==> src/hw/rtl/hsv2rgb_pkg.sv <==
`default_nettype none

package hsv2rgb_pkg;

  localparam int CHAN_BITS   = 8;
  localparam int HUE_BITS    = 9;
  localparam int SECTOR_BITS = 3;
  localparam int REM_BITS    = 6;

  localparam int CHAN_MAX   = (1 << CHAN_BITS) - 1;
  localparam int SECTOR_DEG = 60;
  localparam int FULL_TURN  = 360;
  localparam int BIG        = CHAN_MAX * SECTOR_DEG;

  localparam int BIG_W    = $clog2(BIG + 1);
  localparam int PROD_P_W = 2 * CHAN_BITS;
  localparam int PROD_Q_W = CHAN_BITS + BIG_W;

  // Reciprocal constants: floor(2^k / d), with 2^k above every dividend, so the
  // estimate is the true quotient or one below it.
  localparam int RECIP_SHIFT = PROD_Q_W;
  localparam longint unsigned RECIP_ONE = 64'd1 << RECIP_SHIFT;
  localparam longint unsigned RECIP_MAX = RECIP_ONE / CHAN_MAX;
  localparam longint unsigned RECIP_BIG = RECIP_ONE / BIG;
  localparam int RECIP_PROD_W = RECIP_SHIFT + CHAN_BITS;

  localparam logic [SECTOR_BITS-1:0] SECT_RED_YELLOW    = 3'd0;
  localparam logic [SECTOR_BITS-1:0] SECT_YELLOW_GREEN  = 3'd1;
  localparam logic [SECTOR_BITS-1:0] SECT_GREEN_CYAN    = 3'd2;
  localparam logic [SECTOR_BITS-1:0] SECT_CYAN_BLUE     = 3'd3;
  localparam logic [SECTOR_BITS-1:0] SECT_BLUE_MAGENTA  = 3'd4;
  localparam logic [SECTOR_BITS-1:0] SECT_MAGENTA_RED   = 3'd5;

  typedef logic [CHAN_BITS-1:0] chan_t;

endpackage

`default_nettype wire

==> src/hw/rtl/hsv_to_rgb_converter_unit.sv <==
`default_nettype none

// Channel  Handshake            Payload
// in       in_valid / in_stall  hue[8:0], saturation[7:0], value[7:0]
// out      out_valid/ out_stall red[7:0], green[7:0], blue[7:0], packed_color[23:0]
//
// Six-stage pipeline; one pixel per clock unless a stalled result holds it.
// Stages: sector split, saturation products, value products,
// reciprocal estimate, remainder correction, sector select.
// Synchronous reset clears all stage valid bits.
// A stalled result holds the whole pipeline; in_stall follows it combinationally.
module hsv_to_rgb_converter_unit (
  input  wire logic                                 clk,
  input  wire logic                                 rst,
  input  wire logic                                 in_valid,
  output logic                                      in_stall,
  input  wire logic [hsv2rgb_pkg::HUE_BITS-1:0]     hue,
  input  wire logic [hsv2rgb_pkg::CHAN_BITS-1:0]    saturation,
  input  wire logic [hsv2rgb_pkg::CHAN_BITS-1:0]    value,
  output logic                                      out_valid,
  input  wire logic                                 out_stall,
  output logic [hsv2rgb_pkg::CHAN_BITS-1:0]         red,
  output logic [hsv2rgb_pkg::CHAN_BITS-1:0]         green,
  output logic [hsv2rgb_pkg::CHAN_BITS-1:0]         blue,
  output logic [3*hsv2rgb_pkg::CHAN_BITS-1:0]       packed_color
);

  localparam int CB   = hsv2rgb_pkg::CHAN_BITS;
  localparam int HB   = hsv2rgb_pkg::HUE_BITS;
  localparam int SB   = hsv2rgb_pkg::SECTOR_BITS;
  localparam int RB   = hsv2rgb_pkg::REM_BITS;
  localparam int BW   = hsv2rgb_pkg::BIG_W;
  localparam int PPW  = hsv2rgb_pkg::PROD_P_W;
  localparam int PQW  = hsv2rgb_pkg::PROD_Q_W;
  localparam int RPW  = hsv2rgb_pkg::RECIP_PROD_W;
  localparam int RSH  = hsv2rgb_pkg::RECIP_SHIFT;

  logic adv;
  assign adv      = !out_valid || !out_stall;
  assign in_stall = !adv;

  // stage 1: wrap hue, split into sector and remainder
  logic [HB-1:0] hue_w;
  logic [HB-1:0] sect_base;
  logic [SB-1:0] sect_c;

  always_comb begin
    if (hue >= HB'(hsv2rgb_pkg::FULL_TURN)) begin
      hue_w = hue - HB'(hsv2rgb_pkg::FULL_TURN);
    end else begin
      hue_w = hue;
    end
    priority if (hue_w >= HB'(5 * hsv2rgb_pkg::SECTOR_DEG)) begin
      sect_c    = hsv2rgb_pkg::SECT_MAGENTA_RED;
      sect_base = HB'(5 * hsv2rgb_pkg::SECTOR_DEG);
    end else if (hue_w >= HB'(4 * hsv2rgb_pkg::SECTOR_DEG)) begin
      sect_c    = hsv2rgb_pkg::SECT_BLUE_MAGENTA;
      sect_base = HB'(4 * hsv2rgb_pkg::SECTOR_DEG);
    end else if (hue_w >= HB'(3 * hsv2rgb_pkg::SECTOR_DEG)) begin
      sect_c    = hsv2rgb_pkg::SECT_CYAN_BLUE;
      sect_base = HB'(3 * hsv2rgb_pkg::SECTOR_DEG);
    end else if (hue_w >= HB'(2 * hsv2rgb_pkg::SECTOR_DEG)) begin
      sect_c    = hsv2rgb_pkg::SECT_GREEN_CYAN;
      sect_base = HB'(2 * hsv2rgb_pkg::SECTOR_DEG);
    end else if (hue_w >= HB'(hsv2rgb_pkg::SECTOR_DEG)) begin
      sect_c    = hsv2rgb_pkg::SECT_YELLOW_GREEN;
      sect_base = HB'(hsv2rgb_pkg::SECTOR_DEG);
    end else begin
      sect_c    = hsv2rgb_pkg::SECT_RED_YELLOW;
      sect_base = '0;
    end
  end

  logic          s1_valid;
  logic [SB-1:0] s1_sector;
  logic [RB-1:0] s1_rem;
  logic [CB-1:0] s1_sat;
  logic [CB-1:0] s1_val;
  logic [HB-1:0] rem_full;

  assign rem_full = hue_w - sect_base;

  always_ff @(posedge clk) begin
    if (rst) begin
      s1_valid <= 1'b0;
    end else if (adv) begin
      s1_valid <= in_valid;
    end
  end

  always_ff @(posedge clk) begin
    if (adv) begin
      s1_sector <= sect_c;
      s1_rem    <= rem_full[RB-1:0];
      s1_sat    <= saturation;
      s1_val    <= value;
    end
  end

  // stage 2: saturation terms
  logic          s2_valid;
  logic [SB-1:0] s2_sector;
  logic [CB-1:0] s2_val;
  logic [CB-1:0] s2_pnum;
  logic [BW-1:0] s2_sq;
  logic [BW-1:0] s2_st;
  logic [RB-1:0] rem_inv;

  assign rem_inv = RB'(hsv2rgb_pkg::SECTOR_DEG) - s1_rem;

  always_ff @(posedge clk) begin
    if (rst) begin
      s2_valid <= 1'b0;
    end else if (adv) begin
      s2_valid <= s1_valid;
    end
  end

  always_ff @(posedge clk) begin
    if (adv) begin
      s2_sector <= s1_sector;
      s2_val    <= s1_val;
      s2_pnum   <= CB'(hsv2rgb_pkg::CHAN_MAX) - s1_sat;
      s2_sq     <= BW'(s1_sat) * BW'(s1_rem);
      s2_st     <= BW'(s1_sat) * BW'(rem_inv);
    end
  end

  // stage 3: value products (dividends)
  logic           s3_valid;
  logic [SB-1:0]  s3_sector;
  logic [CB-1:0]  s3_val;
  logic [PPW-1:0] s3_xp;
  logic [PQW-1:0] s3_xq;
  logic [PQW-1:0] s3_xt;
  logic [BW-1:0]  qnum;
  logic [BW-1:0]  tnum;

  assign qnum = BW'(hsv2rgb_pkg::BIG) - s2_sq;
  assign tnum = BW'(hsv2rgb_pkg::BIG) - s2_st;

  always_ff @(posedge clk) begin
    if (rst) begin
      s3_valid <= 1'b0;
    end else if (adv) begin
      s3_valid <= s2_valid;
    end
  end

  always_ff @(posedge clk) begin
    if (adv) begin
      s3_sector <= s2_sector;
      s3_val    <= s2_val;
      s3_xp     <= PPW'(s2_val) * PPW'(s2_pnum);
      s3_xq     <= PQW'(s2_val) * PQW'(qnum);
      s3_xt     <= PQW'(s2_val) * PQW'(tnum);
    end
  end

  // stage 4: quotient estimates by reciprocal multiply (may be one low)
  logic           s4_valid;
  logic [SB-1:0]  s4_sector;
  logic [CB-1:0]  s4_val;
  logic [PPW-1:0] s4_xp;
  logic [PQW-1:0] s4_xq;
  logic [PQW-1:0] s4_xt;
  logic [CB-1:0]  s4_ep;
  logic [CB-1:0]  s4_eq;
  logic [CB-1:0]  s4_et;
  logic [RPW-1:0] mp;
  logic [RPW-1:0] mq;
  logic [RPW-1:0] mt;

  assign mp = RPW'(s3_xp) * RPW'(hsv2rgb_pkg::RECIP_MAX);
  assign mq = RPW'(s3_xq) * RPW'(hsv2rgb_pkg::RECIP_BIG);
  assign mt = RPW'(s3_xt) * RPW'(hsv2rgb_pkg::RECIP_BIG);

  always_ff @(posedge clk) begin
    if (rst) begin
      s4_valid <= 1'b0;
    end else if (adv) begin
      s4_valid <= s3_valid;
    end
  end

  always_ff @(posedge clk) begin
    if (adv) begin
      s4_sector <= s3_sector;
      s4_val    <= s3_val;
      s4_xp     <= s3_xp;
      s4_xq     <= s3_xq;
      s4_xt     <= s3_xt;
      s4_ep     <= mp[RSH +: CB];
      s4_eq     <= mq[RSH +: CB];
      s4_et     <= mt[RSH +: CB];
    end
  end

  // stage 5: remainder check, bump estimate by one when remainder >= divisor
  logic           s5_valid;
  logic [SB-1:0]  s5_sector;
  logic [CB-1:0]  s5_val;
  logic [CB-1:0]  s5_p;
  logic [CB-1:0]  s5_q;
  logic [CB-1:0]  s5_t;
  logic [PPW-1:0] rp;
  logic [PQW-1:0] rq;
  logic [PQW-1:0] rt;

  assign rp = s4_xp - PPW'(s4_ep) * PPW'(hsv2rgb_pkg::CHAN_MAX);
  assign rq = s4_xq - PQW'(s4_eq) * PQW'(hsv2rgb_pkg::BIG);
  assign rt = s4_xt - PQW'(s4_et) * PQW'(hsv2rgb_pkg::BIG);

  always_ff @(posedge clk) begin
    if (rst) begin
      s5_valid <= 1'b0;
    end else if (adv) begin
      s5_valid <= s4_valid;
    end
  end

  always_ff @(posedge clk) begin
    if (adv) begin
      s5_sector <= s4_sector;
      s5_val    <= s4_val;
      s5_p      <= s4_ep + CB'(rp >= PPW'(hsv2rgb_pkg::CHAN_MAX));
      s5_q      <= s4_eq + CB'(rq >= PQW'(hsv2rgb_pkg::BIG));
      s5_t      <= s4_et + CB'(rt >= PQW'(hsv2rgb_pkg::BIG));
    end
  end

  // stage 6: sector select into the output register
  hsv2rgb_pkg::chan_t red_next;
  hsv2rgb_pkg::chan_t green_next;
  hsv2rgb_pkg::chan_t blue_next;

  always_comb begin
    unique case (s5_sector)
      hsv2rgb_pkg::SECT_RED_YELLOW: begin
        red_next = s5_val; green_next = s5_t;   blue_next = s5_p;
      end
      hsv2rgb_pkg::SECT_YELLOW_GREEN: begin
        red_next = s5_q;   green_next = s5_val; blue_next = s5_p;
      end
      hsv2rgb_pkg::SECT_GREEN_CYAN: begin
        red_next = s5_p;   green_next = s5_val; blue_next = s5_t;
      end
      hsv2rgb_pkg::SECT_CYAN_BLUE: begin
        red_next = s5_p;   green_next = s5_q;   blue_next = s5_val;
      end
      hsv2rgb_pkg::SECT_BLUE_MAGENTA: begin
        red_next = s5_t;   green_next = s5_p;   blue_next = s5_val;
      end
      default: begin
        red_next = s5_val; green_next = s5_p;   blue_next = s5_q;
      end
    endcase
  end

  always_ff @(posedge clk) begin
    if (rst) begin
      out_valid <= 1'b0;
    end else if (adv) begin
      out_valid <= s5_valid;
    end
  end

  always_ff @(posedge clk) begin
    if (adv) begin
      red   <= red_next;
      green <= green_next;
      blue  <= blue_next;
    end
  end

  assign packed_color = {red, green, blue};

endmodule

`default_nettype wire

==> config.mk <==
export PLATFORM = sky130hd
export DESIGN_NAME = hsv_to_rgb_converter_unit
export DESIGN_NICKNAME = d
export VERILOG_FILES = /design/src/hw/rtl/hsv2rgb_pkg.sv /design/src/hw/rtl/hsv_to_rgb_converter_unit.sv
export SDC_FILE = /design/constraint.sdc
export NUM_CORES = 2
export LEC_CHECK = 0
export BUFFER_PORTS_ARGS = -buffer_cell sky130_fd_sc_hd__buf_2
export CAP_MARGIN = 20
export CORE_MARGIN = 2
export CORE_UTILIZATION = 55
export CTS_CLUSTER_DIAMETER = 150
export DETAILED_ROUTE_END_ITERATION = 10
export HOLD_SLACK_MARGIN = 0.08
export PLACE_DENSITY = 0.69
export SYNTH_ARGS = -nofsm -noshare
export SYNTH_HDL_FRONTEND = slang
export SYNTH_SLANG_ARGS = --single-unit
==> constraint.sdc <==
create_clock -name clk -period 23.7 [get_ports clk]
set_clock_uncertainty 0.15 [all_clocks]
set_input_delay 1.185 -clock clk [delete_from_list [all_inputs] [get_ports clk]]
set_output_delay 1.185 -clock clk [all_outputs]
set_load 0.05 [all_outputs]
After elaboration in Yosys (flattened, before gate mapping)
Index checks and enable logic that the tools add are counted.
{ "totals": {"register_bits": 303, "in_bits": 29, "out_inout_bits": 50, "elab_cells": 96} }
{ "op_classes": {"addsub": 12, "n_mul": 11, "n_lt_le_gt_ge": 9, "n_eq_ne": 4, "n_mux": 13, "reduce_logical": 10} }
{ "ops": {"columns": ["op", "count"], "rows": [
  ["one-hot mux 8 bit (3 select lines)", 3],
  ["multiplier 22 x 8 -> 29 bit, second input constant", 2],
  ["greater-or-equal comparator 22 x 14 -> 1 bit, second input constant", 2],
  ["multiplier 8 x 14 -> 22 bit", 2],
  ["subtractor 22 bit", 2],
  ["multiplier 8 x 12 -> 20 bit, second input constant", 2],
  ["two-way mux 6 bit", 5],
  ["multiplier 8 x 6 -> 14 bit", 2],
  ["subtractor 14 bit, first input constant", 2],
  ["adder 8 x 1 -> 8 bit", 3],
  ["multiplier 16 x 9 -> 24 bit, second input constant", 1],
  ["greater-or-equal comparator 9 x 8 -> 1 bit, second input constant", 2],
  ["greater-or-equal comparator 9 bit, second input constant", 2],
  ["greater-or-equal comparator 16 x 8 -> 1 bit, second input constant", 1],
  ["multiplier 8 x 8 -> 16 bit", 1],
  ["multiplier 8 x 8 -> 16 bit, second input constant", 1],
  ["subtractor 16 bit", 1],
  ["OR reduction 2 bit", 5],
  ["greater-or-equal comparator 9 x 6 -> 1 bit, second input constant", 1],
  ["greater-or-equal comparator 9 x 7 -> 1 bit, second input constant", 1],
  ["two-way mux 9 bit", 1],
  ["subtractor 9 bit, second input constant", 1],
  ["subtractor 8 bit, first input constant", 1],
  ["== test 3 x 2 -> 1 bit, second input constant", 2],
  ["other kinds (9)", 13]
]} }

Longest topological paths before layout
{ "logic_depth": {"depth_word": 9, "mapped_depth": 29, "depth_no_buf": 28} }

Least setup slack after synthesis
OpenSTA, ideal clock, no wires.
{ "synth_path": {"kind": "input to output", "start": "in out_stall", "end": "out in_stall", "t_arrival_ns": 9.946, "required_time_ns": 22.365, "setup_slack_ns": 12.419, "stages": 2, "path_buffers": 0, "path_cell_list": "nand2_1 inv_1"} }
{ "synth_via": {"elab_chain_cells": 3} }
{ "synth_rtl": {"columns": ["element", "line", "source"], "rows": [
  ["start: declaration", "hsv_to_rgb_converter_unit.sv:21", "input wire logic out_stall,"],
  ["logical NOT 1 bit", "hsv_to_rgb_converter_unit.sv:39", "assign adv = !out_valid || !out_stall;"],
  ["logical OR 1 bit", "hsv_to_rgb_converter_unit.sv:39", null],
  ["logical NOT 1 bit", "hsv_to_rgb_converter_unit.sv:40", "assign in_stall = !adv;"],
  ["end: declaration", "hsv_to_rgb_converter_unit.sv:16", "output logic in_stall,"]
]} }
Every way passes these cells.

Worst setup path in the final report
{ "layout_path": {"start": "reg s4_eq[2]", "end": "reg s5_q[6] (data pin)"} }
{ "layout_via": {"elab_chain_cells": 4} }
{ "layout_rtl": {"columns": ["element", "line", "source"], "rows": [
  ["start: declaration", "hsv_to_rgb_converter_unit.sv:168", "logic [CB-1:0] s4_eq;"],
  ["start signal: assignment", "hsv_to_rgb_converter_unit.sv:194", "s4_eq <= mq[RSH +: CB];"],
  ["multiplier 8 x 12 -> 20 bit", "hsv_to_rgb_converter_unit.sv:211", "assign rq = s4_xq - PQW'(s4_eq) * PQW'(hsv2rgb_pkg::BIG);"],
  ["subtractor 22 bit", "hsv_to_rgb_converter_unit.sv:211", null],
  ["greater-or-equal comparator 22 x 14 -> 1 bit", "hsv_to_rgb_converter_unit.sv:227", "s5_q <= s4_eq + CB'(rq >= PQW'(hsv2rgb_pkg::BIG));"],
  ["adder 8 x 1 -> 8 bit (*)", "hsv_to_rgb_converter_unit.sv:227", null],
  ["end signal: assignment", "hsv_to_rgb_converter_unit.sv:227", null],
  ["end: declaration", "hsv_to_rgb_converter_unit.sv:204", "logic [CB-1:0] s5_q;"]
]} }
Every way passes the cells marked *; elsewhere a longest branch is shown, timed or not.
A chain may end at the register's enable or synchronous reset.

==> impl_metrics.yaml <==
global_routing:
  top_usage_layer: "met2"
  use_met1_pct: 29.39
  gr-total-overflow: 0
  grt_pass1_wl_um: 110200
  use_met2_pct: 35.42
  grt_pass1_vias: 22690
  grt.total_usage_pct: 21.07
  grt_max_degree: 186
  grtUsageMet3_pct: 2.282
  antenna_found_initial: 0
detailed_routing:
  totalWireLength_um: 64370
  drt_iter0_drc: 1035
  drt_first_pass_iters: 7
  ant_nets: 0
  viasPerCell: 5.308
  drcViolationCount: 0
  via_count: 22580
  wl_per_cell_um: 15.13
clock_network:
  cts.sink_count: 297
  numCtsBuffers: 36
  cts_resized: 0
  clk_pin_slew_worst_paths_ps: 60
  cts_hold_buf: 0
  cts-root-buf: "clkbuf_16"
  cts_tree: "done"
  cts_setup_buffers: 0
  h-tree-depth: 2
  clkLatencyLatePin_ps: 550
  ctsLongestPathBuffers: 3
worst_setup_path:
  cp-start-kind: "register"
  cp_common_cell: "ha_1"
  r2r_setup_slack_ps: 16550
  required_ps: 23830
  critPathMaxFanout: 8
  critPathMaxStageDelay_ps: 580
  r2r_end: "s5_q[6]"
  slowest_stage: "fa_1"
  critPathArrivalTime_ps: 7290
  critPathKind: "register to register"
  rr_startpoint: "s4_eq[2]"
  reg2reg_depth: 25
  end_kind: "register"
timing:
  rsz0062_at_grt: "false"
  period_minus_slack_ps: 7154
  drv_slew: 0
  worstMarginPinSlew_ps: 1130
  setup_viol: 0
  worst_hold_slack_ps: 265.5
  max_freq_mhz: 139.8
  tns_ps: 0
  hold_viol: 0
  maxSlewHeadroom_pct: 24.64
  period_share_pct: 30.19
floorplanning:
  dieArea_mm2: 0.06408
  ios: 79
  die_width_um: 253.2
  die_y_um: 253.2
  coreArea_mm2: 0.06148
  rows: 91
  initial_utilization_pct: 55.53
placed_design:
  place.gp.congestion: 0.9010
  portBuffers: 78
  placed_cells: 4187
  dp_hpwl_um: 51170
finish:
  fin_util_pct: 59.19
  drive_gt1_share_pct: 5.371
  syn2layout_area_growth_pct: 6.593
  nFillCells: 5279
  stdcell_count: 4253
  seq_area_mm2: 0.008859
  antenna_cells: 0
  multi_input_area_mm2: 0.02244
  layout.nets: 4332
worst_hold_path:
  min_to: "s3_sector[2]"
  hold_class: "register to register"
  hold_start: "s2_sector[2]"
  hold_depth: 0
job:
  maxCapViolCount: 0
synth:
  ys_top_cells_by_area: "edfxtp_1, fa_1, ha_1, inv_1, and2_1"
  synth_edf_count: 291
  yosysTopAreaCell: "edfxtp_1"
  ys_ff_latch: 297
  syn_inst: 3386
  synth_top_area_share_pct: 25.59
  syn_avg_cell_area_um2: 10.08
  synth-async-reset-ratio_pct: 0
  yosysSeqAreaShare_pct: 25.95
  ys_warn_count: 0
  ys.flop_type: "edfxtp_1"
  synthDistinctLibCells: 71
  syn-cell-area_mm2: 0.03414
  syn_nets: 4283
run_status:
  status: "completed"
## worst max-delay path by stage
| stage | to | cells past startpoint | slack [ps] | from |
|---|---|---|---|---|
| after floorplan | in_stall | 2 | 12420 | out_stall |
| after global placement | s5_q[6] | 25 | 16630 | s4_eq[2] |
| after detailed placement | s5_q[6] | 25 | 16490 | s4_eq[2] |
| after CTS | s5_q[6] | 25 | 16480 | s4_eq[2] |
| after global routing | s5_q[6] | 25 | 15970 | s4_eq[2] |
| final | s5_q[6] | 25 | 16550 | s4_eq[2] |
## synthesized netlist by cell type, types with 10 or more instances
cell and instances:
a211oi_1 20, a21o_1 32, a21oi_1 142, a31oi_1 13, and2_1 183, and3_1 18, buf_4 24, clkbuf_1 55
edfxtp_1 291, fa_1 357, ha_1 511, inv_1 654, mux2_2 19, mux2i_1 25, nand2_1 285, nand2b_1 28
nand3_1 27, nand4_1 13, nor2_1 135, nor2b_1 39, nor3_1 40, o211ai_1 10, o21a_1 13, o21ai_0 100
o21bai_1 19, o22ai_1 11, o41ai_1 11, xnor2_1 123, xor2_1 63
## worst max-delay path, delay by kind of cell (launching register included)
kind | cells | cell delay (ps)
xor+xnor | 2 | 330
buf+inv | 2 | 110
flops | 1 | 530
fa+ha+maj | 7 | 2540
simple gates | 7 | 1170
compound gates | 7 | 2070
## layout by cell type (no fill, tap or decap), types with 11 or more instances in the layout
master and n:
and3_1 18, o22ai_1 11, nor2b_1 39, a211oi_1 20, nand2_1 284, a31oi_1 13
nand3_1 27, nand4_1 13, clkbuf_16 37, edfxtp_1 291, o21a_1 13, o21ai_0 100
fa_1 357, o21bai_1 19, xor2_1 63, xnor2_1 123, mux2_2 19, buf_4 12
buf_2 78, and2_1 183, nor3_1 40, nor2_1 135, a21o_1 32, mux2i_1 25
o41ai_1 11, ha_1 511, a21oi_1 142, inv_1 654, nand2b_1 28
## layer usage
metal | part of all wire [%] | wire [µm]
met1 | 48 | 30630
met2 | 47 | 30490
met3 | 3.2 | 2080
met4 | 1.8 | 1159
met5 | 0 | 0
## flip-flops by register name, indices dropped and copies added, names as in the netlist, 13 cells and up
signal / cells
s2_sq: 14
s4_xp: 16
s4_xt: 20
s3_xq: 22
s3_xt: 21
s4_xq: 20
s2_st: 13
s3_xp: 16
## through the flow
step	setup slack, ps	area [µm²]
6_report	16550	36390
3_3_place_gp	16630	35250
3_5_place_dp	16490	35250
4_1_cts	16480	36390
2_1_floorplan	12420	34140
5_1_grt	15970	36390
## kinds of logic after synthesis
family	count (synthesis)	synth area share, %
xor+xnor	186	4.771
mux	44	1.360
fa+ha+maj	868	39.66
compound gates	450	8.374
simple gates	805	11.53
buf+inv	736	8.356
flops	297	25.95
## cell type report
class                      count  area share [%]
clock buffer                  41           2.585
clock inverter                25          0.5604
sequential                   297           24.34
tap                          790           2.716
multi-input combinational   2353           61.66
inverter                     656           6.766
timing repair buffer          91           1.375
Power is left out: the tool's default activity adds up to more than one toggle a clock period on the data nets, which glitch-free logic cannot reach.
